<file path="src/rtl/pip_pkg.sv">
// Shared types and constants for the even-odd point-in-polygon core.
// Holds the beat structs, command codes, controller states and the
// command/status structs between controller and datapath. No dependencies.
`default_nettype none

package pip_pkg;

    localparam int COORD_W = 16;
    localparam int TOTAL_W = 9;

    typedef logic [1:0] t_cmd;

    localparam t_cmd CMD_CLEAR  = 2'd0;
    localparam t_cmd CMD_APPEND = 2'd1;
    localparam t_cmd CMD_TEST   = 2'd2;

    typedef struct packed {
        t_cmd                       cmd;
        logic signed [COORD_W-1:0]  coord_x;
        logic signed [COORD_W-1:0]  coord_y;
    } t_pip_in;

    typedef struct packed {
        logic                inside_res;
        logic [TOTAL_W-1:0]  vertex_total;
        logic                overflow;
    } t_pip_out;

    typedef enum logic [3:0] {
        S_IDLE  = 4'b0001,
        S_WALK  = 4'b0010,
        S_DRAIN = 4'b0100,
        S_RESP  = 4'b1000
    } t_state;

    // Commands from the controller to the datapath.
    typedef struct packed {
        logic accept;    // latch the input beat and apply clear/append
        logic rd_en;     // read one vertex from the store
        logic rd_edge;   // the read closes an edge (not the priming read)
        logic load_out;  // move the pending result into the output register
    } t_dp_cmd;

    // Status from the datapath to the controller.
    typedef struct packed {
        logic busy;      // edge pipeline still holds work
        logic out_free;  // output register can take a beat this cycle
    } t_dp_status;

endpackage

`default_nettype wire

</file>
<file path="src/rtl/pip_ctrl.sv">
// Controller state machine for the point-in-polygon core.
// Sequences the vertex walk of a test and the result hand-off; uses pip_pkg.
`default_nettype none

module pip_ctrl
    import pip_pkg::*;
#(
    parameter int MAX_VERTICES = 256
) (
    input  wire logic                              i_clk,
    input  wire logic                              i_rst_n,
    input  wire logic                              i_in_valid,
    input  wire t_cmd                              i_in_cmd,
    input  wire logic [$clog2(MAX_VERTICES+1)-1:0] i_count,
    input  wire t_dp_status                        i_status,
    output logic                                   o_in_stall,
    output t_dp_cmd                                o_cmd,
    output logic [$clog2(MAX_VERTICES)-1:0]        o_rd_addr
);

    localparam int CW = $clog2(MAX_VERTICES + 1);
    localparam int AW = $clog2(MAX_VERTICES);

    t_state          r_state, n_state;
    logic [CW-1:0]   r_step, n_step;
    logic [CW-1:0]   rd_index;

    // The priming read fetches the last vertex, then vertices 0 .. n-1 follow.
    assign rd_index  = (r_step == '0) ? (i_count - CW'(1)) : (r_step - CW'(1));
    assign o_rd_addr = rd_index[AW-1:0];
    assign o_in_stall = (r_state != S_IDLE);

    always_comb begin
        n_state = r_state;
        n_step  = r_step;
        o_cmd   = '0;
        unique case (r_state)
            S_IDLE: begin
                if (i_in_valid) begin
                    o_cmd.accept = 1'b1;
                    n_step       = '0;
                    if (i_in_cmd == CMD_TEST && i_count != '0) begin
                        n_state = S_WALK;
                    end else begin
                        n_state = S_RESP;
                    end
                end
            end
            S_WALK: begin
                o_cmd.rd_en   = 1'b1;
                o_cmd.rd_edge = (r_step != '0);
                if (r_step == i_count) begin
                    n_state = S_DRAIN;
                end else begin
                    n_step = r_step + CW'(1);
                end
            end
            S_DRAIN: begin
                if (!i_status.busy) begin
                    n_state = S_RESP;
                end
            end
            S_RESP: begin
                if (i_status.out_free) begin
                    o_cmd.load_out = 1'b1;
                    n_state        = S_IDLE;
                end
            end
            default: begin
                n_state = S_IDLE;
            end
        endcase
    end

    always_ff @(posedge i_clk) begin
        if (!i_rst_n) begin
            r_state <= S_IDLE;
            r_step  <= '0;
        end else begin
            r_state <= n_state;
            r_step  <= n_step;
        end
    end

endmodule

`default_nettype wire

</file>
<file path="config.mk">
export PLATFORM = sky130hd
export DESIGN_NAME = pip_ctrl
export DESIGN_NICKNAME = d
export VERILOG_FILES = /design/src/rtl/pip_pkg.sv /design/src/rtl/pip_ctrl.sv
export SDC_FILE = /design/constraint.sdc
export NUM_CORES = 1
export LEC_CHECK = 0
export BUFFER_PORTS_ARGS = -buffer_cell sky130_fd_sc_hd__buf_4
export CAP_MARGIN = 20
export CELL_PAD_IN_SITES_DETAIL_PLACEMENT = 1
export CELL_PAD_IN_SITES_GLOBAL_PLACEMENT = 1
export CORE_MARGIN = 5
export CORE_UTILIZATION = 36
export CTS_BUF_LIST = sky130_fd_sc_hd__clkbuf_4
export DETAILED_ROUTE_END_ITERATION = 6
export PLACE_DENSITY_LB_ADDON = 0.12
export RECOVER_POWER = 25
export SLEW_MARGIN = 5
export SYNTH_ARGS = -nofsm -noshare
export SYNTH_HDL_FRONTEND = slang
export SYNTH_SLANG_ARGS = --single-unit
</file>
<file path="constraint.sdc">
create_clock -name i_clk -period 2.7 [get_ports i_clk]
set_input_delay 0.135 -clock i_clk [delete_from_list [all_inputs] [get_ports i_clk]]
set_output_delay 0.135 -clock i_clk [all_outputs]
set_load 0.01 [all_outputs]
</file>
# Yosys cells after proc, flatten, opt, wreduce, memory -nomap -nowiden
# Index checks and enable logic that the tools add are counted.
[classes] n_addsub=3 n_eq_ne=12 muxes=15 n_reduce_logical=7
[ops] cell="2-to-1 mux 4 bit" n=5
[ops] cell="2-to-1 mux 9 bit" n=2
[ops] cell="one-hot mux 9 bit (2 select lines)" n=1
[ops] cell="nonzero test 9 bit" n=2
[ops] cell="one-hot mux 4 bit (4 select lines)" n=1
[ops] cell="subtractor 8 x 1 -> 8 bit, second input constant" n=2
[ops] cell="!= test 2 bit, second input constant" n=5
[ops] cell="adder 9 x 1 -> 9 bit, second input constant" n=1
[ops] cell="equality test 9 bit" n=1
[ops] cell="zero test 9 bit" n=1
[ops] cell="2-to-1 mux 8 bit" n=1
[ops] cell="equality test 4 x 1 -> 1 bit, second input constant" n=1
[ops] cell="equality test 4 x 2 -> 1 bit, second input constant" n=1
[ops] cell="equality test 4 x 3 -> 1 bit, second input constant" n=1
[ops] cell="equality test 4 bit, second input constant" n=1
[ops] cell="2-to-1 mux 1 bit" n=4
[ops] cell="!= test 4 x 1 -> 1 bit, second input constant" n=1
[ops] cell="AND reduction 4 bit" n=1
[ops] cell="AND reduction 3 bit" n=1
[ops] cell="equality test 2 bit, second input constant" n=1
[ops] cell="2-to-1 mux 2 bit" n=1
[ops] cell="nonzero test 2 bit" n=1
[ops] cell="logical AND 1 bit" n=1
[totals] register_bits=13 in_bits=16 output_inout_bits=13

# Logic depth before layout (Yosys ltp)
# Gate-level depths: netlist of run 1.
[logic_depth] ltp_word=5 mapped_depth=13

# Least setup slack after synthesis of run 1
# OpenSTA, ideal clock, no wires.
[synth_timing] path_kind="flip-flop to output port" startpoint="register r_step[0]" endpoint="output port o_rd_addr[6]" t_arrival_ns=2.898 t_required_ns=2.565 path_slack_ns=-0.333 path_stages_with_launch=13 n_path_buf=2 path_cell_list="dfxtp_1 -> clkbuf_1 -> inv_1 -> ha_1 -> or4b_1 -> nor2_1 -> buf_4 -> mux2i_1 -> ha_1 -> nor2b_1 -> o21ai_0 -> o31a_1 -> a31oi_1"
[synth_between] elab_chain_len=2 elab_cells_between_ends=3
[synth_rtl] element="start, declared" line="pip_ctrl.sv:25" source="logic [CW-1:0] r_step, n_step;"
[synth_rtl] element="start signal, assigned" line="pip_ctrl.sv:81" source="r_step <= n_step;"
[synth_rtl] element="subtractor 8 x 1 -> 8 bit or zero test 9 bit (tied branches)" line="pip_ctrl.sv:29" source="assign rd_index = (r_step == '0) ? (i_count - CW'(1)) : (r_step - CW'(1));"
[synth_rtl] element="2-to-1 mux 8 bit *" line="pip_ctrl.sv:29"
[synth_rtl] element="end, declared" line="pip_ctrl.sv:18" source="output logic [$clog2(MAX_VERTICES)-1:0] o_rd_addr"
# Mark *: on every way between the ends. The rest lies on a longest branch, timed or not.

# Worst setup path after layout of run 1
[layout_timing] startpoint="register r_step[1]" endpoint="output port o_rd_addr[6]"
# The elaborated chain is that of the path after synthesis.

==> results.toml, run 1 <==
[synthesis]
synth_enable_flop_cells = 0
async_reset_ff_share_pct = 0
synth_cells = 180
ys.flop_type = "dfxtp_1"
post_synth_instance_area_um2 = 1280
synth_seq_cells = 13
yosys_warns = 0
postSynthNetCount = 199
synth_seq_area_share_pct = 20.3
synth.avg_cell_area_um2 = 7.12
synth.lib_cells_used.distinct = 46

[cts]
cts.root.buffer_cell = "clkbuf_4"
numCtsBuffers = 3
cts-htree-levels = 1
clk-insertion-delay-late_ns = 0.29
cts_sinks = 13
cts-root-to-sink-buffers = 2
clk_pin_slew_worst_paths_ns = 0.10
tritoncts = "done"
cts_hold_repair.buffers = 0

[pwr]
power.density_cell_area_nw_per_um2 = 324
total_net_switching_power_mw = 0.210
peakVddDrop_v = 0.000193
clock_power_share_pct = 25.3
pwr-share-comb_pct = 37.7
cellInternalPower_mw = 0.364
netSwitchingFraction_pct = 36.6
register_share_of_total_power_pct = 37.0
power.static_leakage_nw = 0.677

[setup_path]
timing.critical_path.depth = 12
reg2regPathDepth = 5
critical_path.slowest_cell = "or4b_4"
end_kind = "output pin"
crit_chain = "inv_2, ha_4, or4b_4, nor2_4, mux2i_4, ha_4, nand2b_4, a21oi_2, nor2_1, o31a_1, a31oi_2, buf_4"
critical_path.most_common_cell = "ha_4"
type_of_the_worst_setup_path = "register to output pin"
path_buf_inv = 2
rr_endpoint = "r_step[4]"
crit_path_max_incr_delay_ns = 0.47
endpoint = "o_rd_addr[6]"
reg2reg_slack_ns = 0.59
worst-path-max-fanout = 4
startpoint_type = "register"
regToRegStartpoint = "r_state[1]"
crit_path_start = "r_step[1]"
critPathTopFamily = "simple AND/OR/NAND/NOR gates"
cp_data_required_time_ns = 2.57
worst_ep_arrival_time_ns = 2.74

[route]
firstDrtPassIters = 4
postRouteAntennaNets = 0
drt-wirelength-per-cell_um = 18.6
ratio_of_routed_vias_to_standard_cells = 5.98
drt-initial-drc-count = 86
drc = 0
routed-via-count = 1590
route.final.wire_length_um = 4940

[finish]
layout.nets = 240
area.growth.synth_to_final_pct = 38.1
layout_commonest_cell = "buf_4"
diodes = 0
layout.cells.most_common_list = "buf_4, nor2_1, nand3_1"
layout.core_utilization_pct = 52.3
drive_gt1_share_pct = 34.1
num-fill-cells = 432

[floorplan]
core_area_um2 = 3390
io_pins = 29
die_y_um = 69.7
die_x_um = 69.7
floorplan.initialDensity_pct = 37.8
num_rows = 21
die_area_um2 = 4860

[global_routing]
grt_util_met3_pct = 4.06
top_usage_layer = "met2"
grt_pass1_wl_um = 8070
grt_start_max_net_pins = 18
grt_use_met2_pct = 33.9
groute.usage.overall_pct = 20.0
antenna_violations_before_repair = 0
globalRoute.totalOverflow = 0
vias_in_the_first_global_route = 1620
use_met1_pct = 25.9

[sta]
finalCritPeriodShare_pct = 107
timing.final.crit_period_ns = 2.88
final_setup_violating_endpoints = 2
hold_violations = 0
setup_total_negative_slack_ns = -0.288
fin_worst_skew_ns = 0.00559
final_slew_viol_count = 0
fin_worst_hold_slack_ns = 0.0859
relSlewSlack_pct = 51.9
max_freq_ghz = 0.348
rsz0062_at_grt = "yes"
finalWorstSetupSlack_ns = -0.177
tightest_slew_ns = 0.714

[run]
max_cap_viol_count = 0

[hold_path]
worst_hold_startpoint = "i_in_valid"
worst_hold_class = "primary input to register"

[status]
violations = "negative setup slack"
run_status = "finished with violations"

[placed_design]
place_congestion = 0.888
port_buffers = 28
hpwlAfterDp_um = 3550
[cells by family after synthesis]
group | count (synthesis) | synth area share [%]
fa+ha+maj | 3 | 2.93
mux | 3 | 2.34
flops | 13 | 20.3
buf+inv | 21 | 7.02
xor+xnor | 10 | 6.83
compound gates | 42 | 21.9
simple gates | 88 | 38.7
[state kept, by name, summed over array words and instances, names as in the netlist]
signal and count:
r_step 9, r_state 4
[synthesized netlist by cell type, types with 3 or more instances]
cell type	number	share of area, %
a21oi_1	9	3.5
a31oi_1	4	2.0
and3_1	3	1.5
clkbuf_1	12	3.5
dfxtp_1	13	20
ha_1	3	2.9
inv_1	7	2.0
mux2i_1	3	2.3
nand2_1	12	3.5
nand3_1	14	5.5
nand4_1	7	3.4
nor2_1	19	5.6
nor2b_1	5	2.4
nor3_1	4	1.6
nor4_1	4	2.0
o211ai_1	3	1.8
o21ai_0	8	3.1
o221ai_1	4	2.7
or4_1	6	3.5
xnor2_1	9	6.1
[repair_timing]
action | 4_1_cts | 5_1_grt
setup endpoints to repair | 2 | 4
gates resized for setup | 7 | 3
pin swaps | 5 | 3
buffers inserted | 7 | 2
[layout make-up]
class	instances	area [um2]	area share [%]
Multi-Input combinational cell	146	1030	58.2
Timing Repair Buffer	50	364	20.6
Sequential cell	13	263	14.8
Tap cell	46	57.6	3.25
Clock buffer	4	30.0	1.69
Inverter	7	26.3	1.48
[worst min-delay path by stage]
| stage | endpoint | slack, ns | depth (start not counted) |
|---|---|---|---|
| 2_1_floorplan | r_state[0] | 0.26 | 1 |
| 3_3_place_gp | r_state[0] | 0.38 | 2 |
| 3_5_place_dp | r_state[0] | 0.40 | 2 |
| 4_1_cts | r_state[0] | 0.08 | 2 |
| 5_1_grt | r_state[0] | 0.08 | 2 |
| 6_report | r_state[0] | 0.09 | 2 |
[routing by layer]
| layer | vias to the layer above | routed length, um |
|---|---|---|
| met3 | 8 | 196 |
| met4 | 0 | 59 |
| li1 | 759 | - |
| met2 | 43 | 2520 |
| met5 | - | 0 |
| met1 | 780 | 2160 |
[power by group through the flow]
stage / clock [mW] / sequential [mW] / combinational (mW)
final: 0.145 / 0.212 / 0.216
after global routing: 0.157 / 0.214 / 0.235
after CTS: 0.147 / 0.212 / 0.217
after detailed placement: 0 / 0.216 / 0.203
after global placement: 0 / 0.215 / 0.198
after floorplan: 0 / 0.213 / 0.131
[through the flow]
step | instance area, um2 | power [mW] | setup WS, ns | std cells
2_1_floorplan | 1360 | 0.344 | 0.00976 | 180
3_3_place_gp | 1640 | 0.413 | 0.150 | 253
3_5_place_dp | 1640 | 0.419 | 0.0561 | 253
4_1_cts | 1760 | 0.576 | -0.184 | 264
5_1_grt | 1770 | 0.606 | -0.267 | 266
6_report | 1770 | 0.574 | -0.177 | 266
Power figures use the tool's default switching activity.
==> run 2: changes to the inputs <==
--- a/config.mk
+++ b/config.mk
@@ -15,6 +15,7 @@
 export DETAILED_ROUTE_END_ITERATION = 6
 export PLACE_DENSITY_LB_ADDON = 0.12
 export RECOVER_POWER = 25
+export SETUP_SLACK_MARGIN = 0.02
 export SLEW_MARGIN = 5
 export SYNTH_ARGS = -nofsm -noshare
 export SYNTH_HDL_FRONTEND = slang
==> results.toml, run 2 (synthesis results as in run 1) <==
[finish]
drive_gt1_share_pct = 32.6
layout.nets = 235
diodes = 0
layout_commonest_cell = "buf_4"
largest_register_ff_count = 9
seq_area_um2 = 263
layout.cells.most_common_list = "buf_4, nor2_1, nand3_1"
reg_top3 = "r_step (9), r_state (4)"
area.growth.synth_to_final_pct = 34.3
area_taken_by_multi_input_logic_gates_um2 = 1010
layout.core_utilization_pct = 50.8
num-fill-cells = 431
largest-register = "r_step"

[route]
routed-via-count = 1570
route.final.wire_length_um = 4880
drt-initial-drc-count = 109
firstDrtPassIters = 4
drt-wirelength-per-cell_um = 18.7
postRouteAntennaNets = 0
drc = 0
ratio_of_routed_vias_to_standard_cells = 6.02

[setup_path]
regToRegStartpoint = "r_state[1]"
end_kind = "output pin"
cp_data_required_time_ns = 2.57
reg2regPathDepth = 5
type_of_the_worst_setup_path = "register to output pin"
worst-path-max-fanout = 3
rr_endpoint = "r_step[4]"
worst_ep_arrival_time_ns = 2.77
startpoint_type = "register"
reg2reg_slack_ns = 0.51

[global_routing]
grt_start_max_net_pins = 18
globalRoute.totalOverflow = 0
top_usage_layer = "met2"
grt_use_met2_pct = 33.9
grt_pass1_wl_um = 7900
groute.usage.overall_pct = 19.9
vias_in_the_first_global_route = 1592
use_met1_pct = 24.7
grt_util_met3_pct = 3.91
antenna_violations_before_repair = 0

[cts]
cts-root-to-sink-buffers = 2
cts-htree-levels = 1
cts.root.buffer_cell = "clkbuf_4"
clk-insertion-delay-late_ns = 0.28
tritoncts = "done"
numCtsBuffers = 3
cts_sinks = 13
clk_pin_slew_worst_paths_ns = 0.09
cts_hold_repair.buffers = 0

[sta]
relSlewSlack_pct = 55.6
setup_total_negative_slack_ns = -0.309
rsz0062_at_grt = "yes"
final_setup_violating_endpoints = 2
tightest_slew_ns = 0.665
hold_violations = 0
finalWorstSetupSlack_ns = -0.206
timing.final.crit_period_ns = 2.91
final_slew_viol_count = 0
fin_worst_skew_ns = 0.00252
max_freq_ghz = 0.344
finalCritPeriodShare_pct = 108

[placed_design]
place_congestion = 0.846
hpwlAfterDp_um = 3640
port_buffers = 28
pre_cts_ws_ns = 0.0446

[floorplan]
io_pins = 29
die_y_um = 69.7
die_x_um = 69.7
num_rows = 21
die_area_um2 = 4860
floorplan.initialDensity_pct = 37.8
core_area_um2 = 3390

[pwr]
post-layout-total-power_mw = 0.550
power.static_leakage_nw = 0.640
peakVddDrop_v = 0.000213
power.density_cell_area_nw_per_um2 = 319

[status]
run_status = "finished with violations"
violations = "negative setup slack"

[hold_path]
timing.hold.worst_path_depth = 2
holdPathEnd = "r_state[0]"
worst_hold_startpoint = "i_in_valid"
worst_hold_class = "primary input to register"

[run]
max_cap_viol_count = 0
==> run 2: cell count changes in the layout (fill, tap and decap cells not counted), moves of 2 or more <==
| cell | delta |
|---|---|
| buf_4 | -5 |
| a211oi_1 | +2 |
| a211oi_2 | -2 |
| inv_2 | -2 |
| inv_4 | +2 |
==> run 2: cell type report <==
class,count,area share (%)
multi-input cells,146,58.9
inverters,7,1.82
well taps,46,3.34
flip-flops and latches,13,15.3
clock buffers,4,1.74
repair buffers,45,19.0
==> run 2: worst max-delay path, cell delays in order (launching register included) <==
cell,delay [ns]
dfxtp_2,0.34
inv_4,0.05
ha_4,0.12
or4b_4,0.49
nor2_4,0.18
mux2i_2,0.30
ha_4,0.21
nor2b_4,0.17
o21ai_2,0.06
o31a_1,0.27
a31oi_2,0.14
buf_4,0.14
==> run 2: power by group <==
group	switching, mW	internal, mW	total [mW]
Sequential	0.0131	0.199	0.212
Clock	0.0714	0.0675	0.139
Combinational	0.110	0.0891	0.199
==> run 2: per-stage QoR <==
stage / hold WS, ns / instance area [um2] / std cells
2_1_floorplan: 0.265 / 1370 / 180
3_3_place_gp: 0.377 / 1640 / 253
3_5_place_dp: 0.389 / 1640 / 253
4_1_cts: 0.0691 / 1740 / 261
5_1_grt: 0.0640 / 1720 / 261
6_report: 0.0758 / 1720 / 261
==> run 2: how the worst max path moves through the flow <==
stage	from	endpoint	cells after the start
floorplan	r_step[0]	o_rd_addr[6]	12
global placement	r_step[3]	o_rd_addr[6]	9
detailed placement	r_step[1]	o_rd_addr[6]	11
CTS	r_step[0]	o_rd_addr[6]	11
global route	r_step[1]	o_rd_addr[6]	12
finish	r_step[1]	o_rd_addr[6]	11
==> run 2: layer usage <==
layer,vias up,part of all wire (%)
met5,-,0
li1,745,-
met4,0,3.1
met2,40,50
met1,770,44
met3,15,3.8
==> run 2: timing repair <==
action / 4_1_cts / 5_1_grt
endpoints found under the hold margin: 0 / 0
pin swaps: 3 / 1
gates resized for setup: 7 / 3
buffers inserted: 4 / 0
setup endpoints to repair: 2 / 4
==> run 3: changes to the inputs <==
--- a/config.mk
+++ b/config.mk
@@ -5,12 +5,13 @@
 export SDC_FILE = /design/constraint.sdc
 export NUM_CORES = 1
 export LEC_CHECK = 0
+export ABC_AREA = 1
 export BUFFER_PORTS_ARGS = -buffer_cell sky130_fd_sc_hd__buf_4
 export CAP_MARGIN = 20
 export CELL_PAD_IN_SITES_DETAIL_PLACEMENT = 1
 export CELL_PAD_IN_SITES_GLOBAL_PLACEMENT = 1
 export CORE_MARGIN = 5
-export CORE_UTILIZATION = 36
+export CORE_UTILIZATION = 35
 export CTS_BUF_LIST = sky130_fd_sc_hd__clkbuf_4
 export DETAILED_ROUTE_END_ITERATION = 6
 export PLACE_DENSITY_LB_ADDON = 0.12
==> results.toml, run 3 <==
[setup_path]
startpoint_type = "register"
endpoint = "o_rd_addr[6]"
reg2regPathDepth = 7
crit_path_start = "r_step[0]"
regToRegStartpoint = "r_state[2]"
type_of_the_worst_setup_path = "register to output pin"
worst_ep_arrival_time_ns = 2.32
worst-path-max-fanout = 6
end_kind = "output pin"
reg2reg_slack_ns = 0.89
cp_data_required_time_ns = 2.57
rr_endpoint = "r_step[2]"

[synthesis]
post_synth_most_frequent_cells = "nand2_1, nor2_1, inv_1"
postSynthNetCount = 236
synth_enable_flop_cells = 0
yosysTopAreaCellShare_pct = 19.0
async_reset_ff_share_pct = 0
ys.flop_type = "dfxtp_1"
netlist_top_cells_area = "dfxtp_1, nand2_1, nor2_1, inv_1, nand3_1"
synth_seq_cells = 13
yosysMostFrequentCell = "nand2_1"
synth.avg_cell_area_um2 = 6.32
post_synth_instance_area_um2 = 1370
yosys_warns = 0
synth_top_cell_by_area = "dfxtp_1"
synth.lib_cells_used.distinct = 33
synth_cells = 217
synth_seq_area_share_pct = 19.0

[route]
drt-wirelength-per-cell_um = 13.1
drt-initial-drc-count = 63
route.final.wire_length_um = 3760
postRouteAntennaNets = 0
firstDrtPassIters = 4
ratio_of_routed_vias_to_standard_cells = 4.75
drc = 0
routed-via-count = 1369

[global_routing]
groute.usage.overall_pct = 15.5
antenna_violations_before_repair = 0
grt_pass1_wl_um = 6470
grt_start_max_net_pins = 14
globalRoute.totalOverflow = 0
vias_in_the_first_global_route = 1390

[floorplan]
die_area_um2 = 5270
io_pins = 29
core_area_um2 = 3720
die_x_um = 72.6
die_y_um = 72.6
num_rows = 22
floorplan.initialDensity_pct = 36.9

[cts]
numCtsBuffers = 3
cts_resized = 0
cts_hold_repair.buffers = 0
cts.root.buffer_cell = "clkbuf_4"
number_of_setup_buffers_added_after_cts = 0
cts_sinks = 13
tritoncts = "done"
cts-root-to-sink-buffers = 2
cts-htree-levels = 1
clk_pin_slew_worst_paths_ns = 0.08
clk-insertion-delay-late_ns = 0.29

[sta]
fin_worst_skew_ns = 0.00999
rsz0062_at_grt = "no"
relSlewSlack_pct = 69.7
max_freq_ghz = 0.408
finalCritPeriodShare_pct = 90.8
final_slew_viol_count = 0
tightest_slew_ns = 0.450
hold_violations = 0
fin_worst_hold_slack_ns = 0.112
setup_total_negative_slack_ns = 0
timing.final.crit_period_ns = 2.45
final_setup_violating_endpoints = 0

[run]
max_cap_viol_count = 0

[finish]
layout.nets = 260
reg_top3 = "r_step (9), r_state (4)"
drive_gt1_share_pct = 22.5
largest-register = "r_step"
area.growth.synth_to_final_pct = 13.5
largest_register_ff_count = 9
layout_commonest_cell = "nand2_1"
num-fill-cells = 515
diodes = 0
layout.cells.most_common_list = "nand2_1, nor2_1, inv_1, buf_4, nand3_1"
layout.core_utilization_pct = 41.9

[pwr]
power.static_leakage_nw = 0.756
power.density_cell_area_nw_per_um2 = 663
peakVddDrop_v = 0.000280
post-layout-total-power_mw = 1.03

[placed_design]
place_congestion = 0.757
port_buffers = 28
hpwlAfterDp_um = 3130

[hold_path]
worst_hold_class = "primary input to register"

[status]
run_status = "finished clean"
[run 3: changes by cell type in the layout (fill, tap and decap cells not counted), sizes merged, moves of 6 or more]
cell / before / now
inv: 7 / 31
or4: 6 / 0
nand3: 14 / 23
nor2: 20 / 38
nand2: 12 / 54
buf: 42 / 26
[run 3: cells by family (layout without fill, tap and decap cells)]
logic type,count (synthesis),in the layout,share of synthesized area [%]
AND/OR/NAND/NOR,128,128,46.4
flip-flops,13,13,19.0
buffers and inverters,40,63,15.7
adder cells (fa/ha/maj),3,3,2.74
XOR/XNOR,8,8,5.11
AO/OA/AOI/OAI,25,25,11.1
[run 3: final cells by class]
cell class / count / area, um2 / share of cell area [%]
sequential: 13 / 260 / 16.7
inverter: 31 / 124 / 7.96
multi-input combinational: 164 / 880 / 56.5
tap: 48 / 60.1 / 3.86
timing repair buffer: 28 / 203 / 13.0
clock buffer: 4 / 30.0 / 1.93
[run 3: layer usage]
| layer | vias up | GRT usage [%] | part of all wire, % |
|---|---|---|---|
| li1 | 721 | - | - |
| met3 | 5 | 2.89 | 2.5 |
| met4 | 0 | 3.69 | 0.85 |
| met2 | 17 | 24.6 | 45 |
| met1 | 626 | 21.6 | 52 |
| met5 | - | 0 | 0 |
[run 3: worst min-delay path by stage]
stage / from / endpoint / slack (ns) / cells after the start
3_3_place_gp: i_rst_n / r_state[0] / 0.40 / 2
2_1_floorplan: i_in_valid / r_state[0] / 0.31 / 3
6_report: i_rst_n / r_state[0] / 0.11 / 2
4_1_cts: i_rst_n / r_state[0] / 0.1 / 2
5_1_grt: i_rst_n / r_state[0] / 0.11 / 2
3_5_place_dp: i_rst_n / r_state[0] / 0.40 / 2
[run 3: metrics by stage]
step                      cells  area (um2)  worst slack (ns)
final                       288        1560             0.247
after floorplan             217        1370             0.813
after detailed placement    284        1550             0.531
after global placement      284        1550             0.661
after global routing        288        1560            0.0329
after CTS                   288        1580             0.202
[run 3: power by group]
group,total (mW),leakage [nW],internal (mW),switching [mW]
clock,0.137,0.0184,0.0675,0.0694
sequential,0.238,0.106,0.213,0.0253
combinational,0.657,0.632,0.276,0.380
[run 3: critical path, cell delays in order, from the launching register on]
cell and delay (ns):
dfxtp_1 0.36, inv_1 0.12, ha_1 0.22, nand2_4 0.08
nor2_4 0.12, nand3_4 0.10, o21ai_2 0.21, ha_1 0.22
nand2_1 0.12, nor2_1 0.16, nand2_1 0.08, nand2_1 0.07
nand2_1 0.04, buf_4 0.13
